--- src/assert_macros.svh ---
// Assertion macros shared by the inversion counter RTL.
// Defining ASSERT_OFF compiles every assertion away.
`ifndef ASSERT_MACROS_SVH
`define ASSERT_MACROS_SVH

`ifndef ASSERT_OFF

// Clocked assertion, disabled while the active-low reset is asserted.
`define NSIC_ASSERT(lbl, clk, rstn, prop, msg) \
  lbl: assert property (@(posedge clk) disable iff (!rstn) prop) else $error(msg);

// Clocked assertion that is also checked during reset.
`define NSIC_ASSERT_ALWAYS(lbl, clk, prop, msg) \
  lbl: assert property (@(posedge clk) prop) else $error(msg);

`else

`define NSIC_ASSERT(lbl, clk, rstn, prop, msg)
`define NSIC_ASSERT_ALWAYS(lbl, clk, prop, msg)

`endif

`endif

--- src/nsic_pkg.sv ---
// Package for the non-strict inversion counter: sizes and the item token type.
// Used by nsic_cell, nsic_tail and non_strict_inversion_counter_top.
package nsic_pkg;

  localparam int unsigned MAX_ITEMS  = 1024;
  // Must not exceed the 16-bit width of the value port.
  localparam int unsigned VALUE_BITS = 16;
  localparam int unsigned IDX_W      = $clog2(MAX_ITEMS);
  localparam int unsigned FILL_W     = IDX_W + 1;
  localparam int unsigned TOTAL_W    = 19;
  localparam int unsigned SUM_W      = ((IDX_W > TOTAL_W) ? IDX_W : TOTAL_W) + 1;

  localparam logic [FILL_W-1:0]  FILL_FULL = FILL_W'(MAX_ITEMS);
  localparam logic [TOTAL_W-1:0] TOTAL_MAX = {TOTAL_W{1'b1}};

  // One item travelling down the chain, with the count gathered so far.
  typedef struct packed {
    logic                  valid;
    logic                  last;
    logic                  drop;
    logic [IDX_W-1:0]      idx;
    logic [VALUE_BITS-1:0] value;
    logic [IDX_W-1:0]      count;
  } nsic_tok_t;

endpackage

--- src/nsic_tail.sv ---
// End of the chain: running total, overflow flag and the result register.
// Depends on nsic_pkg and assert_macros.svh.
`include "assert_macros.svh"

module nsic_tail
  import nsic_pkg::*;
(
  input  logic               clk_i,
  input  logic               rst_ni,
  input  nsic_tok_t          tok_i,
  input  logic               out_ready_i,
  output logic               en_o,
  output logic               out_valid_o,
  output logic [TOTAL_W-1:0] total_o,
  output logic               overflow_o
);

  logic [TOTAL_W-1:0] acc_q, acc_d;
  logic               ovf_q, ovf_d;
  logic               out_valid_q, out_valid_d;
  logic [TOTAL_W-1:0] total_q;
  logic               overflow_q;
  logic               en;
  logic [SUM_W-1:0]   sum;
  logic [TOTAL_W-1:0] sat;
  logic               take;
  logic               emit;

  // The whole chain moves only when the result register can take a new result.
  assign en   = !out_valid_q || out_ready_i;
  assign take = en && tok_i.valid;
  assign emit = take && tok_i.last;

  always_comb begin
    sum = SUM_W'(acc_q) + (tok_i.drop ? SUM_W'(0) : SUM_W'(tok_i.count));
    sat = (sum > SUM_W'(TOTAL_MAX)) ? TOTAL_MAX : sum[TOTAL_W-1:0];

    acc_d       = acc_q;
    ovf_d       = ovf_q;
    out_valid_d = out_valid_q;
    if (out_ready_i) begin
      out_valid_d = 1'b0;
    end
    if (take) begin
      acc_d = sat;
      ovf_d = ovf_q || tok_i.drop;
      if (tok_i.last) begin
        acc_d       = '0;
        ovf_d       = 1'b0;
        out_valid_d = 1'b1;
      end
    end
  end

  always_ff @(posedge clk_i or negedge rst_ni) begin
    if (!rst_ni) begin
      acc_q       <= '0;
      ovf_q       <= 1'b0;
      out_valid_q <= 1'b0;
    end else begin
      acc_q       <= acc_d;
      ovf_q       <= ovf_d;
      out_valid_q <= out_valid_d;
    end
  end

  always_ff @(posedge clk_i) begin
    if (emit) begin
      total_q    <= sat;
      overflow_q <= ovf_q || tok_i.drop;
    end
  end

  assign en_o        = en;
  assign out_valid_o = out_valid_q;
  assign total_o     = total_q;
  assign overflow_o  = overflow_q;

  `NSIC_ASSERT(a_clear_after_last, clk_i, rst_ni, emit |=> (acc_q == '0) && !ovf_q, "state not cleared after last item")
  `NSIC_ASSERT(a_drop_sets_flag, clk_i, rst_ni, take && tok_i.drop && !tok_i.last |=> ovf_q, "dropped item did not set overflow")
  `NSIC_ASSERT(a_hold_on_stall, clk_i, rst_ni, !en |=> $stable(acc_q) && $stable(ovf_q), "running total moved while stalled")

endmodule
--- config.mk ---
export PLATFORM = sky130hd
export DESIGN_NAME = nsic_tail
export DESIGN_NICKNAME = d
export VERILOG_FILES = /design/src/nsic_pkg.sv /design/src/nsic_tail.sv
export VERILOG_INCLUDE_DIRS = /design/src /design/src/src
export SDC_FILE = /design/constraint.sdc
export NUM_CORES = 1
export LEC_CHECK = 0
export BUFFER_PORTS_ARGS = -buffer_cell sky130_fd_sc_hd__buf_2
export CAP_MARGIN = 15
export CELL_PAD_IN_SITES_DETAIL_PLACEMENT = 0
export CELL_PAD_IN_SITES_GLOBAL_PLACEMENT = 1
export CORE_MARGIN = 2
export CORE_UTILIZATION = 40
export CTS_BUF_LIST = sky130_fd_sc_hd__clkbuf_4 sky130_fd_sc_hd__clkbuf_8 sky130_fd_sc_hd__clkbuf_16
export CTS_CLUSTER_SIZE = 12
export DETAILED_ROUTE_END_ITERATION = 10
export PLACE_DENSITY = 0.86
export SLEW_MARGIN = 25
export SYNTH_ARGS = -nofsm -noshare
export SYNTH_HDL_FRONTEND = slang
export SYNTH_SLANG_ARGS = --single-unit
--- constraint.sdc ---
create_clock -name clk_i -period 3.1 [get_ports clk_i]
set_clock_uncertainty 0.05 [all_clocks]
set_input_delay 0.62 -clock clk_i [delete_from_list [all_inputs] [get_ports clk_i]]
set_output_delay 0.62 -clock clk_i [all_outputs]
set_load 0.01 [all_outputs]
# [Word-level counts from Yosys, hierarchy flattened]
# Index checks and enable logic that the tools add are counted.
[classes] addsub=1 n_lt_le_gt_ge=1 muxes=7 n_reduce_logical=5
[op_table] operator="2-to-1 mux 19 bit" n=2
[op_table] operator="adder 19 x 10 -> 20 bit" n=1
[op_table] operator="greater-than comparator 20 x 19 -> 1 bit (second input constant)" n=1
[op_table] operator="2-to-1 mux 10 bit" n=1
[op_table] operator="2-to-1 mux 1 bit" n=4
[op_table] operator="logical AND 1 bit" n=2
[op_table] operator="logical OR 1 bit" n=2
[op_table] operator="logical NOT 1 bit" n=1
[word_totals] reg_bits=41 in_bits=42 out_inout_bits=22 word_cells=19

# [Longest topological paths before layout]
[logic_depth] ltp_word=5 ltp_mapped=11 mapped_depth_nobuf=10

# [Least setup slack after synthesis]
# No wires, ideal clock.
[synth_path] path_kind="input to register" from="in tok_i[36] (netlist name)" to="reg total_q[15] (netlist: total_o[15]) (data pin)" setup_time_ns=0.254 arrival_time_ns=2.559 required_time_ns=2.796 path_slack_ns=0.237 path_stages=10 path_buffers=1 cell_sequence="clkbuf_1 nand2b_1 inv_1 ha_1 a211oi_1 o21a_1 a2111oi_4 and4_4 nand3_1 o21a_1"
[synth_via] elab_chain_len=4
[synth_rtl] element="from (decl)" line="nsic_tail.sv:10" text="input nsic_tok_t tok_i,"
[synth_rtl] element="2-to-1 mux 10 bit *" line="nsic_tail.sv:35" text="sum = SUM_W'(acc_q) + (tok_i.drop ? SUM_W'(0) : SUM_W'(tok_i.count));"
[synth_rtl] element="adder 19 x 10 -> 20 bit *" line="nsic_tail.sv:35"
[synth_rtl] element="greater-than comparator 20 x 19 -> 1 bit" line="nsic_tail.sv:36" text="sat = (sum > SUM_W'(TOTAL_MAX)) ? TOTAL_MAX : sum[TOTAL_W-1:0];"
[synth_rtl] element="2-to-1 mux 19 bit *" line="nsic_tail.sv:36"
[synth_rtl] element="net sat[15]" line="nsic_tail.sv:25" text="logic [TOTAL_W-1:0] sat;"
[synth_rtl] element="to (signal assigned)" line="nsic_tail.sv:69" text="total_q <= sat;"
[synth_rtl] element="to (decl)" line="nsic_tail.sv:21" text="logic [TOTAL_W-1:0] total_q;"
# The timed path passes the listed nets; every way through them passes the cells marked *.
# A chain may end at the register's enable or synchronous reset.

# [Final worst setup path]
[layout_path] from="in tok_i[36] (netlist name)" to="reg acc_q[18]"
[layout_via] elab_chain_len=5
[layout_rtl] element="2-to-1 mux 10 bit *" line="nsic_tail.sv:35"
[layout_rtl] element="adder 19 x 10 -> 20 bit *" line="nsic_tail.sv:35"
[layout_rtl] element="greater-than comparator 20 x 19 -> 1 bit" line="nsic_tail.sv:36"
[layout_rtl] element="2-to-1 mux 19 bit *" line="nsic_tail.sv:36"
[layout_rtl] element="2-to-1 mux 19 bit *" line="nsic_tail.sv:47" text="if (tok_i.last) begin"
[layout_rtl] element="to (signal assigned)" line="nsic_tail.sv:57" text="acc_q <= '0;"
[layout_rtl] element="to (signal assigned)" line="nsic_tail.sv:61" text="acc_q <= acc_d;"
[layout_rtl] element="to (decl)" line="nsic_tail.sv:18" text="logic [TOTAL_W-1:0] acc_q, acc_d;"
# Mark *: on every way between the ends. The rest lies on a longest branch, timed or not.

==> results.md <==
- Vias in the first global route: 1716
- Syn nets: 277
- CTS tree: done
- GRT met3 Usage: 0.0236
- Io pins: 64
- Worst rel slew slack: 0.504
- Grt met1 use: 0.242
- Vias/cell: 5.31
- Max-Cap Viols: 0
- FF+latch count, synth: 41
- Pwr/cell area: 506 nW/um^2
- Clk slew on worst S/H paths: 80 ps
- Outcome: finished clean
- Ys async rst share: 0.512
- Hold Buf Count CTS: 0
- Fin nets: 327
- Final wirelength: 5010 um
- Die width: 80.5 um
- CP Data Arrival Time: 2850 ps
- Largest net degree at the start of global routing: 22
- Hold WC Path Type: in2async
- Slew of the pin with the lowest slew margin: 742 ps
- Post-Synthesis Cells: 224
- Final Hold Viols: 0
- Final Max Tran Viols: 0
- Residual antenna-violating net count after detailed routing: 0
- Main flop type after synthesis: dfrtp_1
- Core ar.: 5570 um^2
- I/O Buffers: 37
- FILL cells: 529
- Global routing's busiest layer: met2
- Max clock buf depth: 2
- Drt drc: 0
- Initial DRC Count: 90
- Yosys warnings: 0
- Worst VDD drop: 190 uV
- Post-Syn Area: 2340 um^2
- Die height: 80.5 um
- Initial Util: 0.420
- Sw frac: 0.298
- Clk Tree Root Cell: clkbuf_8
- Fraction of final layout cells with drive strength greater than 1: 0.284
- Die area: 6490 um^2
- HPWL after DPL: 3770 um
- Register area share after synthesis: 0.481
- Post-CTS Setup Bufs: 0
- Antenna cell count: 0
- P&R area growth vs syn: 19.3%
- Register share of total power: 0.474
- Unrepaired setup endpoints after global routing: no
- Final Critical Period: 2680 ps
- Distinct cell type count after synthesis: 48
- Routed len/inst: 14.4 um
- Clock sink count: 41
- Overall routing resource usage: 0.166
- Endpoints failing setup: 0
- H-tree depth: 2
- Commonest cells after routing, fill and taps aside: 37 x buf_2, 25 x a21oi_1, 21 x dfrtp_1
- Clk pwr share: 0.271
- Critical Path End Type: register
- Worst path required time: 3280 ps
- PostCTS Resize Cnt: 0
- GP Congestion: 0.815
- Clock latency on the worst-skew pair: 300 ps
- Global-route wire length before repair: 8210 um
- Commonest non-fill, non-tap cell in the layout: buf_2
- Post-placement cell area: 2700 um^2
- Critical Path Source Type: input pin
- Combinational share of power: 0.255
- Crit path kind: in2reg
- Syn avg cell area: 10.5 um^2
- DR pass1 iterations: 4
- P_int: 993 uW
- GRT met2 Usage: 0.251
- TritonCTS Buffers: 5
- Final Cell Area: 2800 um^2
- Via count: 1841
- Leak: 1.26 nW
- Sw power: 421 uW
- Gr ovfl total: 0
- Row count: 27
- Post-synth EDFFs: 20
- Peak Freq: 0.374 GHz
- Final worst-path cycle share: 0.863
- Total negative slack: 0 ps
- Initial antenna violation count: 0
- Peak fanout along the critical path: 8
==> final timing paths <==
kind | from | end | slack, ps | cells after the start
max in group asynchronous | rst_ni | acc_q[2] | 2400 | 1
worst min register to register | acc_q[5] | acc_q[5] | 470 | 1
min in group clk_i | acc_q[5] | acc_q[5] | 470 | 1
worst max-delay path | tok_i[36] | acc_q[18] | 420 | 11
worst min-delay path | rst_ni | acc_q[17] | 240 | 1
worst max register to register | acc_q[0] | total_o[14] | 660 | 9
==> final cells by class <==
cell class                      instances  area, um^2  area share
Sequential cell                        41        1130       0.403
Tap cell                               72        90.1      0.0322
Multi-Input combinational cell        171        1170       0.418
Clock buffer                            7        96.3      0.0345
Clock inverter                          1        5.00     0.00179
Inverter                                6        22.5     0.00805
Timing Repair Buffer                   49         288       0.103
==> logic make-up after synthesis <==
family,after synthesis,share of synthesized area
and+or+nand+nor,80,0.185
AOI/OAI and AO/OA,70,0.214
xor gates and xnor gates,10,0.0374
buffers and inverters,12,0.0208
adders and majority gates,11,0.0619
DFF,41,0.481
==> cell usage after synthesis, types with 3 or more instances <==
cell type   n  share of area
xnor2_1     6          0.022
o21a_1      3         0.0096
and2_1      3         0.0080
buf_2       3         0.0064
a21oi_1    25          0.053
nor2b_1    12          0.032
ha_1       10          0.053
nor3_1      5          0.011
nand4_1     4          0.011
inv_1       6         0.0096
xor2_1      4          0.015
nand3_1     4         0.0085
o21ai_0     9          0.019
or2_2       5          0.013
nor2_1     14          0.022
nand2_1    20          0.032
a31oi_1     3         0.0080
dfrtp_1    21           0.22
nand2b_1    3         0.0080
a22o_1      8          0.030
edfxtp_1   20           0.26
==> worst max-delay path: stages <==
cell and delay [ps]:
buf_2 150, nor2b_1 130, ha_1 210, inv_1 60
fa_1 390, nor2b_1 190, o311a_1 250, o31ai_4 140
o21ba_2 240, or3_1 340, a21oi_1 120
==> sequential cells by signal, summed over array words and instances (netlist names) <==
signal,cells
out_valid_o,1
ovf_q,1
total_o,19
acc_q,19
overflow_o,1
==> power groups by stage <==
stage | combinational, mW | clock (mW) | sequential, mW
finish | 0.361 | 0.384 | 0.670
global route | 0.403 | 0.411 | 0.676
CTS | 0.361 | 0.395 | 0.670
detailed placement | 0.360 | 0 | 0.680
global placement | 0.353 | 0 | 0.680
floorplan | 0.247 | 0 | 0.686
==> stage by stage <==
stage	setup WS [ps]	hold WS [ps]	total power, mW	std cells	utilization
2_1_floorplan	237	274	0.934	224	-
3_3_place_gp	138	447	1.03	339	0.484
3_5_place_dp	103	453	1.04	339	0.484
4_1_cts	411	258	1.43	347	0.502
5_1_grt	284	278	1.49	347	0.502
6_report	424	239	1.41	347	0.502
==> metal layers <==
| layer | wire length, um | share of wire |
|---|---|---|
| met4 | 79 | 0.016 |
| met5 | 0 | 0 |
| met1 | 2480 | 0.49 |
| met3 | 206 | 0.041 |
| met2 | 2250 | 0.45 |
Note: power is estimated with default switching activity, not from simulation.
