==> src/assert_macros.svh <==
// Assertion macros shared by the inversion counter RTL.
// Defining ASSERT_OFF compiles every assertion away.
`ifndef ASSERT_MACROS_SVH
`define ASSERT_MACROS_SVH

`ifndef ASSERT_OFF

// Clocked assertion, disabled while the active-low reset is asserted.
`define NSIC_ASSERT(lbl, clk, rstn, prop, msg) \
  lbl: assert property (@(posedge clk) disable iff (!rstn) prop) else $error(msg);

// Clocked assertion that is also checked during reset.
`define NSIC_ASSERT_ALWAYS(lbl, clk, prop, msg) \
  lbl: assert property (@(posedge clk) prop) else $error(msg);

`else

`define NSIC_ASSERT(lbl, clk, rstn, prop, msg)
`define NSIC_ASSERT_ALWAYS(lbl, clk, prop, msg)

`endif

`endif

==> src/nsic_pkg.sv <==
// Package for the non-strict inversion counter: sizes and the item token type.
// Used by nsic_cell, nsic_tail and non_strict_inversion_counter_top.
package nsic_pkg;

  localparam int unsigned MAX_ITEMS  = 1024;
  // Must not exceed the 16-bit width of the value port.
  localparam int unsigned VALUE_BITS = 16;
  localparam int unsigned IDX_W      = $clog2(MAX_ITEMS);
  localparam int unsigned FILL_W     = IDX_W + 1;
  localparam int unsigned TOTAL_W    = 19;
  localparam int unsigned SUM_W      = ((IDX_W > TOTAL_W) ? IDX_W : TOTAL_W) + 1;

  localparam logic [FILL_W-1:0]  FILL_FULL = FILL_W'(MAX_ITEMS);
  localparam logic [TOTAL_W-1:0] TOTAL_MAX = {TOTAL_W{1'b1}};

  // One item travelling down the chain, with the count gathered so far.
  typedef struct packed {
    logic                  valid;
    logic                  last;
    logic                  drop;
    logic [IDX_W-1:0]      idx;
    logic [VALUE_BITS-1:0] value;
    logic [IDX_W-1:0]      count;
  } nsic_tok_t;

endpackage

==> src/nsic_cell.sv <==
// One cell of the comparison chain: holds one stored value and passes items on.
// Depends on nsic_pkg.
module nsic_cell
  import nsic_pkg::*;
(
  input  logic             clk_i,
  input  logic             rst_ni,
  input  logic             en_i,
  input  logic [IDX_W-1:0] cell_idx_i,
  input  nsic_tok_t        tok_i,
  output nsic_tok_t        tok_o
);

  logic [VALUE_BITS-1:0] val_q;
  logic                  valid_q;
  nsic_tok_t             tok_q;
  logic                  live;
  logic                  hit;
  logic                  store;
  nsic_tok_t             tok_d;

  // Cells below the item's position hold earlier values of the sequence.
  always_comb begin
    live  = tok_i.valid && !tok_i.drop;
    hit   = live && (cell_idx_i < tok_i.idx) && (val_q >= tok_i.value);
    store = live && (cell_idx_i == tok_i.idx);
    tok_d = tok_i;
    tok_d.count = tok_i.count + IDX_W'(hit);
  end

  always_ff @(posedge clk_i) begin
    if (en_i && store) begin
      val_q <= tok_i.value;
    end
  end

  always_ff @(posedge clk_i or negedge rst_ni) begin
    if (!rst_ni) begin
      valid_q <= 1'b0;
    end else if (en_i) begin
      valid_q <= tok_i.valid;
    end
  end

  always_ff @(posedge clk_i) begin
    if (en_i) begin
      tok_q <= tok_d;
    end
  end

  always_comb begin
    tok_o       = tok_q;
    tok_o.valid = valid_q;
  end

endmodule

==> config.mk <==
export PLATFORM = sky130hd
export DESIGN_NAME = nsic_cell
export DESIGN_NICKNAME = d
export VERILOG_FILES = /design/src/assert_macros.svh /design/src/nsic_pkg.sv /design/src/nsic_cell.sv
export SDC_FILE = /design/constraint.sdc
export NUM_CORES = 1
export LEC_CHECK = 0
export ABC_AREA = 1
export BUFFER_PORTS_ARGS = -buffer_cell sky130_fd_sc_hd__buf_2
export CAP_MARGIN = 0
export CELL_PAD_IN_SITES_DETAIL_PLACEMENT = 0
export CELL_PAD_IN_SITES_GLOBAL_PLACEMENT = 1
export CORE_ASPECT_RATIO = 2
export CORE_MARGIN = 5
export CORE_UTILIZATION = 41
export CTS_CLUSTER_SIZE = 8
export DETAILED_ROUTE_END_ITERATION = 8
export HOLD_SLACK_MARGIN = 0.05
export PLACE_DENSITY_LB_ADDON = 0.3
export SETUP_SLACK_MARGIN = 0.1
export SYNTH_ARGS = -nofsm -noshare
export SYNTH_HDL_FRONTEND = slang
export SYNTH_SLANG_ARGS = --single-unit
==> constraint.sdc <==
create_clock -name clk_i -period 5.5 [get_ports clk_i]
set_input_delay 0.55 -clock clk_i [delete_from_list [all_inputs] [get_ports clk_i]]
set_output_delay 0.55 -clock clk_i [all_outputs]
set_load 0.01 [all_outputs]
# Word-level counts from Yosys, hierarchy flattened
# Cells that the tools add are included.
[classes]
addsub = 1
magnitude_cmp = 2
eq_ne = 1
reduce_logical = 6
[ops]
columns = ["op", "count"]
rows = [
  ["greater-or-equal comparator 16 bit", 1],
  ["adder 10 x 1 -> 10 bit", 1],
  ["== test 10 bit", 1],
  ["< comparator 10 bit", 1],
  ["logical AND 1 bit", 5],
  ["logical NOT 1 bit", 1],
]
[totals]
regBits = 55
inputBits = 52
output_inout_bits = 39
elab_cells = 17

# Longest topological paths before layout
# Gate-level depths: netlist of run 1.
[depth]
word_depth = 5
ltp_mapped = 17
mapped_depth_nobuf = 17

# Worst setup path after synthesis of run 1
# OpenSTA, ideal clock, no wires.
[synth_path]
path_kind = "input port to flip-flop"
startpoint = "in tok_i[35] (netlist bit)"
endpoint = "reg val_q[0], enable pin"
setup_time_ns = 0.409
t_arrival_ns = 2.277
t_required_ns = 5.091
slack_ns = 2.813
path_stages = 6
path_buffers = 0
cell_sequence = "inv_1 > ha_1 > nand2_1 > nor2_1 > nand3_1 > nor3_1"
[synth_via]
elab_chain_cells = 3
[synth_lines]
columns = ["item", "line_no", "source"]
rows = [
  ["from (decl)", "nsic_cell.sv:10", "input nsic_tok_t tok_i,"],
  ["== test 10 bit", "nsic_cell.sv:26", "store = live && (cell_idx_i == tok_i.idx);"],
  ["logical AND 1 bit", "nsic_cell.sv:26", ""],
  ["logical AND 1 bit", "nsic_cell.sv:32", "if (en_i && store) begin"],
  ["to (signal assigned)", "nsic_cell.sv:33", "val_q <= tok_i.value;"],
  ["to (decl)", "nsic_cell.sv:14", "logic [VALUE_BITS-1:0] val_q;"],
]
# Every way passes these cells.
# A chain may end at the register's enable or synchronous reset.

==> results.json, run 1 <==
{
  "dieWidth_um": 65.7,
  "dp_slack_ns": 2.68,
  "seq_power_share_pct": 54.9,
  "ant_nets": 0,
  "multi_input_area_um2": 763,
  "wl_um": 4920,
  "min_from": "tok_i[37]",
  "fin_crit_sh_pct": 45.1,
  "whs_endpoint": "tok_o[37]$_DFFE_PP_",
  "io_buffers": 90,
  "antenna_cells": 0,
  "row_count": 40,
  "num-nets-final": 372,
  "dieArea_um2": 7970,
  "synth.distinct_cells": 23,
  "rsz0062_at_grt": "no",
  "path_max_fanout": 3,
  "ctsHoldBuffers": 1,
  "intPower_w": 0.000698,
  "crit_slowest_cell": "ha_1",
  "synth_fp_nets": 274,
  "antenna_found_initial": 0,
  "synth_area_um2": 2540,
  "setup_viol": 0,
  "cp_common_cell": "nand2_1",
  "whs_path_depth": 1,
  "timing.rr.start": "val_q[3]$_DFFE_PP_",
  "viasPerCell": 4.75,
  "area_growth_pct": 26.8,
  "cp_top_family": "simple AND/OR/NAND/NOR gates",
  "cp-end-kind": "flip-flop",
  "tritoncts": "yes",
  "core_area_um2": 6010,
  "pin_count": 91,
  "numCtsBuffers": 5,
  "pwr_density_cell_nw_per_um2": 276,
  "die-height_um": 121,
  "comb_power_share_pct": 11.3,
  "routedWlPerCell_um": 13.8,
  "cap_violations": 0,
  "clockRootBuffer": "clkbuf_16",
  "cp-start-kind": "primary input",
  "grt_pass1_wl_um": 7740,
  "cts_resized": 0,
  "grt_pass1_vias": 1776,
  "regArea_um2": 1650,
  "drive_gt1_share_pct": 36.2,
  "worst_slack_ns": 3.02,
  "drt_iter0_markers": 41,
  "crit_buf_inv": 2,
  "clk_pin_slew_ns": 0.06,
  "worstSkewPairLatency_ns": 0.29,
  "reg2reg_slack_ns": 3.03,
  "critPathMaxStageDelay_ns": 0.29,
  "clk_path_buf_depth": 2,
  "cts_setup_buffers": 0,
  "globalplace.congestion": 0.747,
  "fin_setup_tns_ns": 0,
  "drc_errors": 0,
  "relSlewSlack_pct": 38.6,
  "dp_hpwl_um": 4020,
  "hold_violations": 0,
  "postSynthAreaPerCell_um2": 13.1,
  "leakagePower_nw": 1.51,
  "synthCells": 194,
  "ys_seq_elements": 55,
  "yosys_warnings": 0,
  "fin_worst_skew_ns": 0.00253,
  "outcome": "finished, final reports clean",
  "clock_sinks": 55,
  "p_sw_w": 0.000194,
  "grt_usage_pct": 13.1,
  "ir_drop_mv": 0.178,
  "rr_worst_depth": 15,
  "hold_class": "in2reg",
  "worstPathCellList": "buf_2 > inv_1 > ha_1 > nand2_1 > nor2_1 > nor2_1 > nand2_1 > nand2_1 > nand2_1 > nand2_1 > a21oi_1 > ha_1 > ha_1 > nand3_2 > nor3b_2 > nand3_1 > xnor2_1",
  "crit_required_ns": 5.54,
  "fill_cells": 570,
  "fmax_ghz": 0.403,
  "reg2reg_to": "tok_o[8]$_DFFE_PP_",
  "overflow": 0,
  "critPathKind": "in2reg",
  "cp.arrival_ns": 2.52,
  "period_minus_slack_ns": 2.48,
  "vias": 1691,
  "finalMaxSlewViolations": 0,
  "grt_max_degree": 42,
  "p_clk_share_pct": 33.7,
  "tightest_slew_ns": 0.921,
  "htreeDepth": 2,
  "drt_first_pass_iters": 4,
  "yosysSeqAreaShare_pct": 64.7,
  "switching_share_pct": 21.8,
  "initial_core_util_pct": 42.4
}
[layer usage]
| metal | wire length (µm) | GRT usage [%] |
|---|---|---|
| met5 | 0 | 0 |
| met2 | 2790 | 24.6 |
| met3 | 403 | 5.10 |
| met4 | 99 | 5.84 |
| met1 | 1630 | 11.9 |
[cell usage in the layout (no fill, tap or decap), drive strengths merged]
cell         netlist  layout
a21o               1       1
a21oi             11      11
buf                1      91
clkbuf             0       7
clkinv             0       1
dfrtp              1       1
dlygate4sd3        0       1
edfxtp            54      54
ha                28      28
inv               35      35
nand2             26      26
nand3              8       8
nand4              2       2
nor2               9       9
nor3               3       3
nor3b              1       1
o21a               1       1
o21ai              2       2
o21bai             1       1
or2                2       2
xnor2              2       2
xor2               6       6
[stage by stage]
| stage | util, % | cell area, µm² | hold slack, ns | total power [W] | std cells |
|---|---|---|---|---|---|
| final | 53.7 | 3230 | 0.436 | 0.000892 | 356 |
| after global routing | 53.7 | 3230 | 0.430 | 0.000934 | 356 |
| after CTS | 53.7 | 3230 | 0.432 | 0.000902 | 356 |
| after detailed placement | 51.2 | 3080 | 0.327 | 0.000603 | 347 |
| after global placement | 51.2 | 3080 | 0.326 | 0.000600 | 347 |
| after floorplan | - | 2540 | 0.254 | 0.000544 | 194 |
[state kept, by name (all words and copies together) (netlist names)]
signal   cells
tok_o       38
val_q       16
valid_q      1
[synth_stat cells, drive strengths merged]
master	count	area, µm²
nor3	3	26.3
nand2	26	100
o21a	1	7.51
o21ai	2	10.0
a21oi	11	55.1
xnor2	2	17.5
dfrtp	1	25.0
o21bai	1	7.51
a21o	1	7.51
buf	1	7.51
nor3b	1	12.5
inv	35	131
edfxtp	54	1620
or2	2	12.5
nor2	9	36.3
nand4	2	12.5
ha	28	350
xor2	6	52.6
nand3	8	50.1
[area by class of cell]
class / instances / share of cell area (%)
Sequential cell: 55 / 51.0
Timing Repair Buffer: 92 / 14.5
Tap cell: 63 / 2.44
Multi-Input combinational cell: 103 / 23.7
Clock inverter: 1 / 0.155
Inverter: 35 / 4.07
Clock buffer: 7 / 4.11
[worst max-delay path by stage]
stage                        from            endpoint  slack, ns  depth (start not counted)
6_report                tok_i[13]  tok_o[8]$_DFFE_PP_       3.02                         17
5_1_grt        val_q[3]$_DFFE_PP_  tok_o[8]$_DFFE_PP_       2.73                         15
4_1_cts                 tok_i[13]  tok_o[8]$_DFFE_PP_       2.98                         17
3_5_place_dp            tok_i[13]  tok_o[8]$_DFFE_PP_       2.68                         17
3_3_place_gp            tok_i[25]  tok_o[8]$_DFFE_PP_       2.76                         13
2_1_floorplan           tok_i[35]  val_q[0]$_DFFE_PP_       2.81                          6
[power groups by stage]
stage               clock (W)  combinational [W]  sequential, W
detailed placement          0           0.000103       0.000499
floorplan                   0          0.0000322       0.000512
finish               0.000301           0.000101       0.000490
global placement            0           0.000102       0.000499
global route         0.000328           0.000115       0.000492
CTS                  0.000307           0.000104       0.000490
[logic make-up after synthesis]
group | count (synthesis) | synth area share (%)
flip-flops | 55 | 64.7
AND/OR/NAND/NOR | 51 | 9.84
buffers and inverters | 36 | 5.46
adder cells (fa/ha/maj) | 28 | 13.8
AO/OA/AOI/OAI | 16 | 3.44
XOR/XNOR | 8 | 2.75
[worst reg2reg max path: stages, from the launching register on]
cell,delay (ns)
edfxtp_1,0.38
ha_1,0.30
nand2_1,0.08
nor2_1,0.11
nor2_1,0.04
nand2_1,0.05
nand2_1,0.04
nand2_1,0.05
nand2_1,0.04
a21oi_1,0.13
ha_1,0.21
ha_1,0.21
nand3_2,0.11
nor3b_2,0.21
nand3_1,0.11
xnor2_1,0.13
No activity file was read; power rests on OpenSTA's default activity.
==> run 2, diff against run 1 <==
--- a/config.mk
+++ b/config.mk
@@ -5,14 +5,14 @@
 export SDC_FILE = /design/constraint.sdc
 export NUM_CORES = 1
 export LEC_CHECK = 0
-export ABC_AREA = 1
+export ABC_AREA = 0
 export BUFFER_PORTS_ARGS = -buffer_cell sky130_fd_sc_hd__buf_2
 export CAP_MARGIN = 0
 export CELL_PAD_IN_SITES_DETAIL_PLACEMENT = 0
 export CELL_PAD_IN_SITES_GLOBAL_PLACEMENT = 1
 export CORE_ASPECT_RATIO = 2
 export CORE_MARGIN = 5
-export CORE_UTILIZATION = 41
+export CORE_UTILIZATION = 35
 export CTS_CLUSTER_SIZE = 8
 export DETAILED_ROUTE_END_ITERATION = 8
 export HOLD_SLACK_MARGIN = 0.05
==> constraint.sdc (replaced) <==
create_clock -name clk_i -period 2.1 [get_ports clk_i]
set_input_delay 0.21 -clock clk_i [delete_from_list [all_inputs] [get_ports clk_i]]
set_output_delay 0.21 -clock clk_i [all_outputs]
set_load 0.01 [all_outputs]
==> results.json, run 2 <==
{
  "htreeDepth": 2,
  "tightest_slew_ns": 0.288,
  "tritoncts": "yes",
  "die-height_um": 129,
  "grt_usage_pct": 12.4,
  "dieArea_um2": 8960,
  "violations": "negative setup slack",
  "p_total_w": 0.00253,
  "mostFrequentLayoutCell": "buf_2",
  "layout_common_cells": "90 x buf_2, 54 x edfxtp_1, 28 x inv_1",
  "row_count": 43,
  "synth.most_common_cell": "edfxtp_1",
  "fmax_ghz": 0.413,
  "largest_reg_flops": 38,
  "synth_fa_ha_area_share_pct": 14.1,
  "ant_nets": 0,
  "leakagePower_nw": 1.61,
  "hold_class": "in2reg",
  "grt_pass1_vias": 1812,
  "drc_errors": 0,
  "synthCells": 170,
  "period_minus_slack_ns": 2.42,
  "outcome": "finished, violations left",
  "synth_fp_nets": 250,
  "initial_core_util_pct": 35.7,
  "wirelength_met1_um": 1780,
  "netlist.area_leader.share_pct": 65.5,
  "multi_input_area_um2": 858,
  "yosysTopAreaCell": "edfxtp_1",
  "globalplace.congestion": 0.736,
  "whs_path_depth": 1,
  "grt_max_degree": 23,
  "clk_pin_slew_ns": 0.07,
  "ys_seq_elements": 55,
  "place_area_um2": 3290,
  "met3_length_um": 333,
  "dieWidth_um": 69.5,
  "finalMaxSlewViolations": 0,
  "synth.distinct_cells": 26,
  "netlist_top_cells_count": "54 x edfxtp_1, 29 x inv_1, 28 x ha_1",
  "cp-end-kind": "flip-flop",
  "antenna_found_initial": 0,
  "synth-xor-area-share_pct": 2.83,
  "rsz0062_at_grt": "yes",
  "synth_ff_type": "edfxtp_1",
  "num-nets-final": 378,
  "fin_worst_skew_ns": 0.00698,
  "area_growth_pct": 46.0,
  "synth_compound_area_share_pct": 4.95,
  "hold_violations": 0,
  "crit_slowest_cell": "edfxtp_1",
  "critPathMaxStageDelay_ns": 0.38,
  "io_buffers": 90,
  "path_max_fanout": 3,
  "dr_wl_met2_um": 3210,
  "clockRootBuffer": "clkbuf_16",
  "cap_violations": 0,
  "vias": 1755,
  "postSynthAreaPerCell_um2": 14.6,
  "numCtsBuffers": 5,
  "pwr_density_cell_nw_per_um2": 701,
  "regArea_um2": 1650,
  "dp_hpwl_um": 4450,
  "grt_pass1_wl_um": 8410,
  "synthSimpleGateAreaFrac_pct": 6.42,
  "drive_gt1_share_pct": 50.8,
  "yosysSeqAreaShare_pct": 66.5,
  "async_reset_ff_share_pct": 1.82,
  "routedWlPerCell_um": 14.0,
  "reg2reg_slack_ns": -0.32,
  "fin_crit_sh_pct": 115,
  "antenna_cells": 0,
  "clk_path_buf_depth": 2,
  "maxUsedRoutingLayer": "met4",
  "crit_required_ns": 2.15,
  "relSlewSlack_pct": 80.8,
  "drt_iter0_markers": 39,
  "ir_drop_mv": 0.507,
  "clock_sinks": 55,
  "synth_top_family_by_area": "adder cells",
  "synth_area_um2": 2480,
  "setup_viol": 7,
  "worst_slack_ns": -0.320,
  "cp-start-kind": "flip-flop",
  "core_area_um2": 6940,
  "design_area_um2": 3610,
  "worstPathCellList": "inv_2 > ha_4 > nand2b_4 > a211oi_2 > o221ai_1 > o211ai_1 > a211oi_2 > buf_4 > ha_4 > ha_4 > nand3_4 > nor2_4 > buf_6 > xor2_1",
  "yosys_warnings": 0,
  "viasPerCell": 4.51,
  "cp_common_cell": "ha_4",
  "synth_edf_count": 54,
  "drt_first_pass_iters": 4,
  "rr_worst_depth": 14,
  "worstSkewPairLatency_ns": 0.29,
  "synthMuxAreaShare_pct": 0.455,
  "overflow": 0,
  "wl_um": 5440,
  "critPathKind": "reg2reg",
  "cp.arrival_ns": 2.47,
  "fill_cells": 639,
  "pin_count": 91,
  "synth_area_leaders": "edfxtp_1 65%, ha_1 14%, inv_1 4.4%, a21oi_1 1.4%, nand3_1 1.4%"
}
[run 2: final cells by class]
type | instances | area share, %
flip-flops and latches | 55 | 45.6
inverters | 29 | 3.01
clock buffers | 5 | 3.46
clock inverters | 3 | 1.28
well taps | 90 | 3.12
multi-input cells | 85 | 23.7
repair buffers | 122 | 19.8
[run 2: path summary, 6_finish.rpt]
path / startpoint / to
worst max-delay path: val_q[0]$_DFFE_PP_ / tok_o[6]$_DFFE_PP_
worst min-delay path: tok_i[37] / tok_o[37]$_DFFE_PP_
worst max register to register: val_q[0]$_DFFE_PP_ / tok_o[6]$_DFFE_PP_
worst min register to register: valid_q$_DFFE_PN0P_ / valid_q$_DFFE_PN0P_
max in group asynchronous: rst_ni / valid_q$_DFFE_PN0P_
min in group asynchronous: rst_ni / valid_q$_DFFE_PN0P_
[run 2: kinds of logic (layout without fill, tap and decap cells)]
logic type	Yosys count	count (layout)
XOR/XNOR	8	8
multiplexers	1	1
flip-flops	55	55
AO/OA/AOI/OAI	20	20
adder cells (fa/ha/maj)	28	28
buffers and inverters	30	159
AND/OR/NAND/NOR	28	28
[run 2: stage by stage]
step / util [%] / setup TNS [ns] / std cells / setup slack (ns) / hold slack (ns)
final: 52.1 / -1.74 / 389 / -0.320 / 0.0945
after global routing: 52.1 / -2.85 / 389 / -0.455 / 0.0817
after CTS: 51.3 / -2.57 / 390 / -0.402 / 0.0872
after detailed placement: 47.4 / -2.89 / 378 / -0.482 / -0.0133
after global placement: 47.4 / -2.60 / 378 / -0.452 / -0.0137
after floorplan: - / -0.428 / 170 / -0.185 / -0.0856
[run 2: what timing repair did]
item                                   in CTS  in global routing
endpoints found under the hold margin       1                  0
setup endpoints to repair                  10                 10
gates resized for setup                     9                 12
hold buffers                                1                  0
pin swaps                                  11                  7
buffers inserted                            3                  0
[run 2: power by group]
| group | total, W | internal, W | leakage, nW | switching, W |
|---|---|---|---|---|
| combinational | 0.000308 | 0.000151 | 1.00 | 0.000157 |
| clock | 0.000941 | 0.000567 | 0.0804 | 0.000375 |
| sequential | 0.00128 | 0.00127 | 0.527 | 0.0000136 |
[run 2: per-layer routing]
metal / vias up / GRT usage (%)
li1: 875 / -
met1: 823 / 10.6
met2: 50 / 25.0
met3: 7 / 3.91
met4: 0 / 6.21
met5: - / 0
[run 2: critical path: cells and delay by family (launching register included)]
family                     cells  cell delay, ns
and+or+nand+nor                3            0.26
xor gates and xnor gates       1            0.13
DFF                            1            0.38
buffers and inverters          3            0.33
adders and majority gates      3            0.53
AOI/OAI and AO/OA              4            0.54
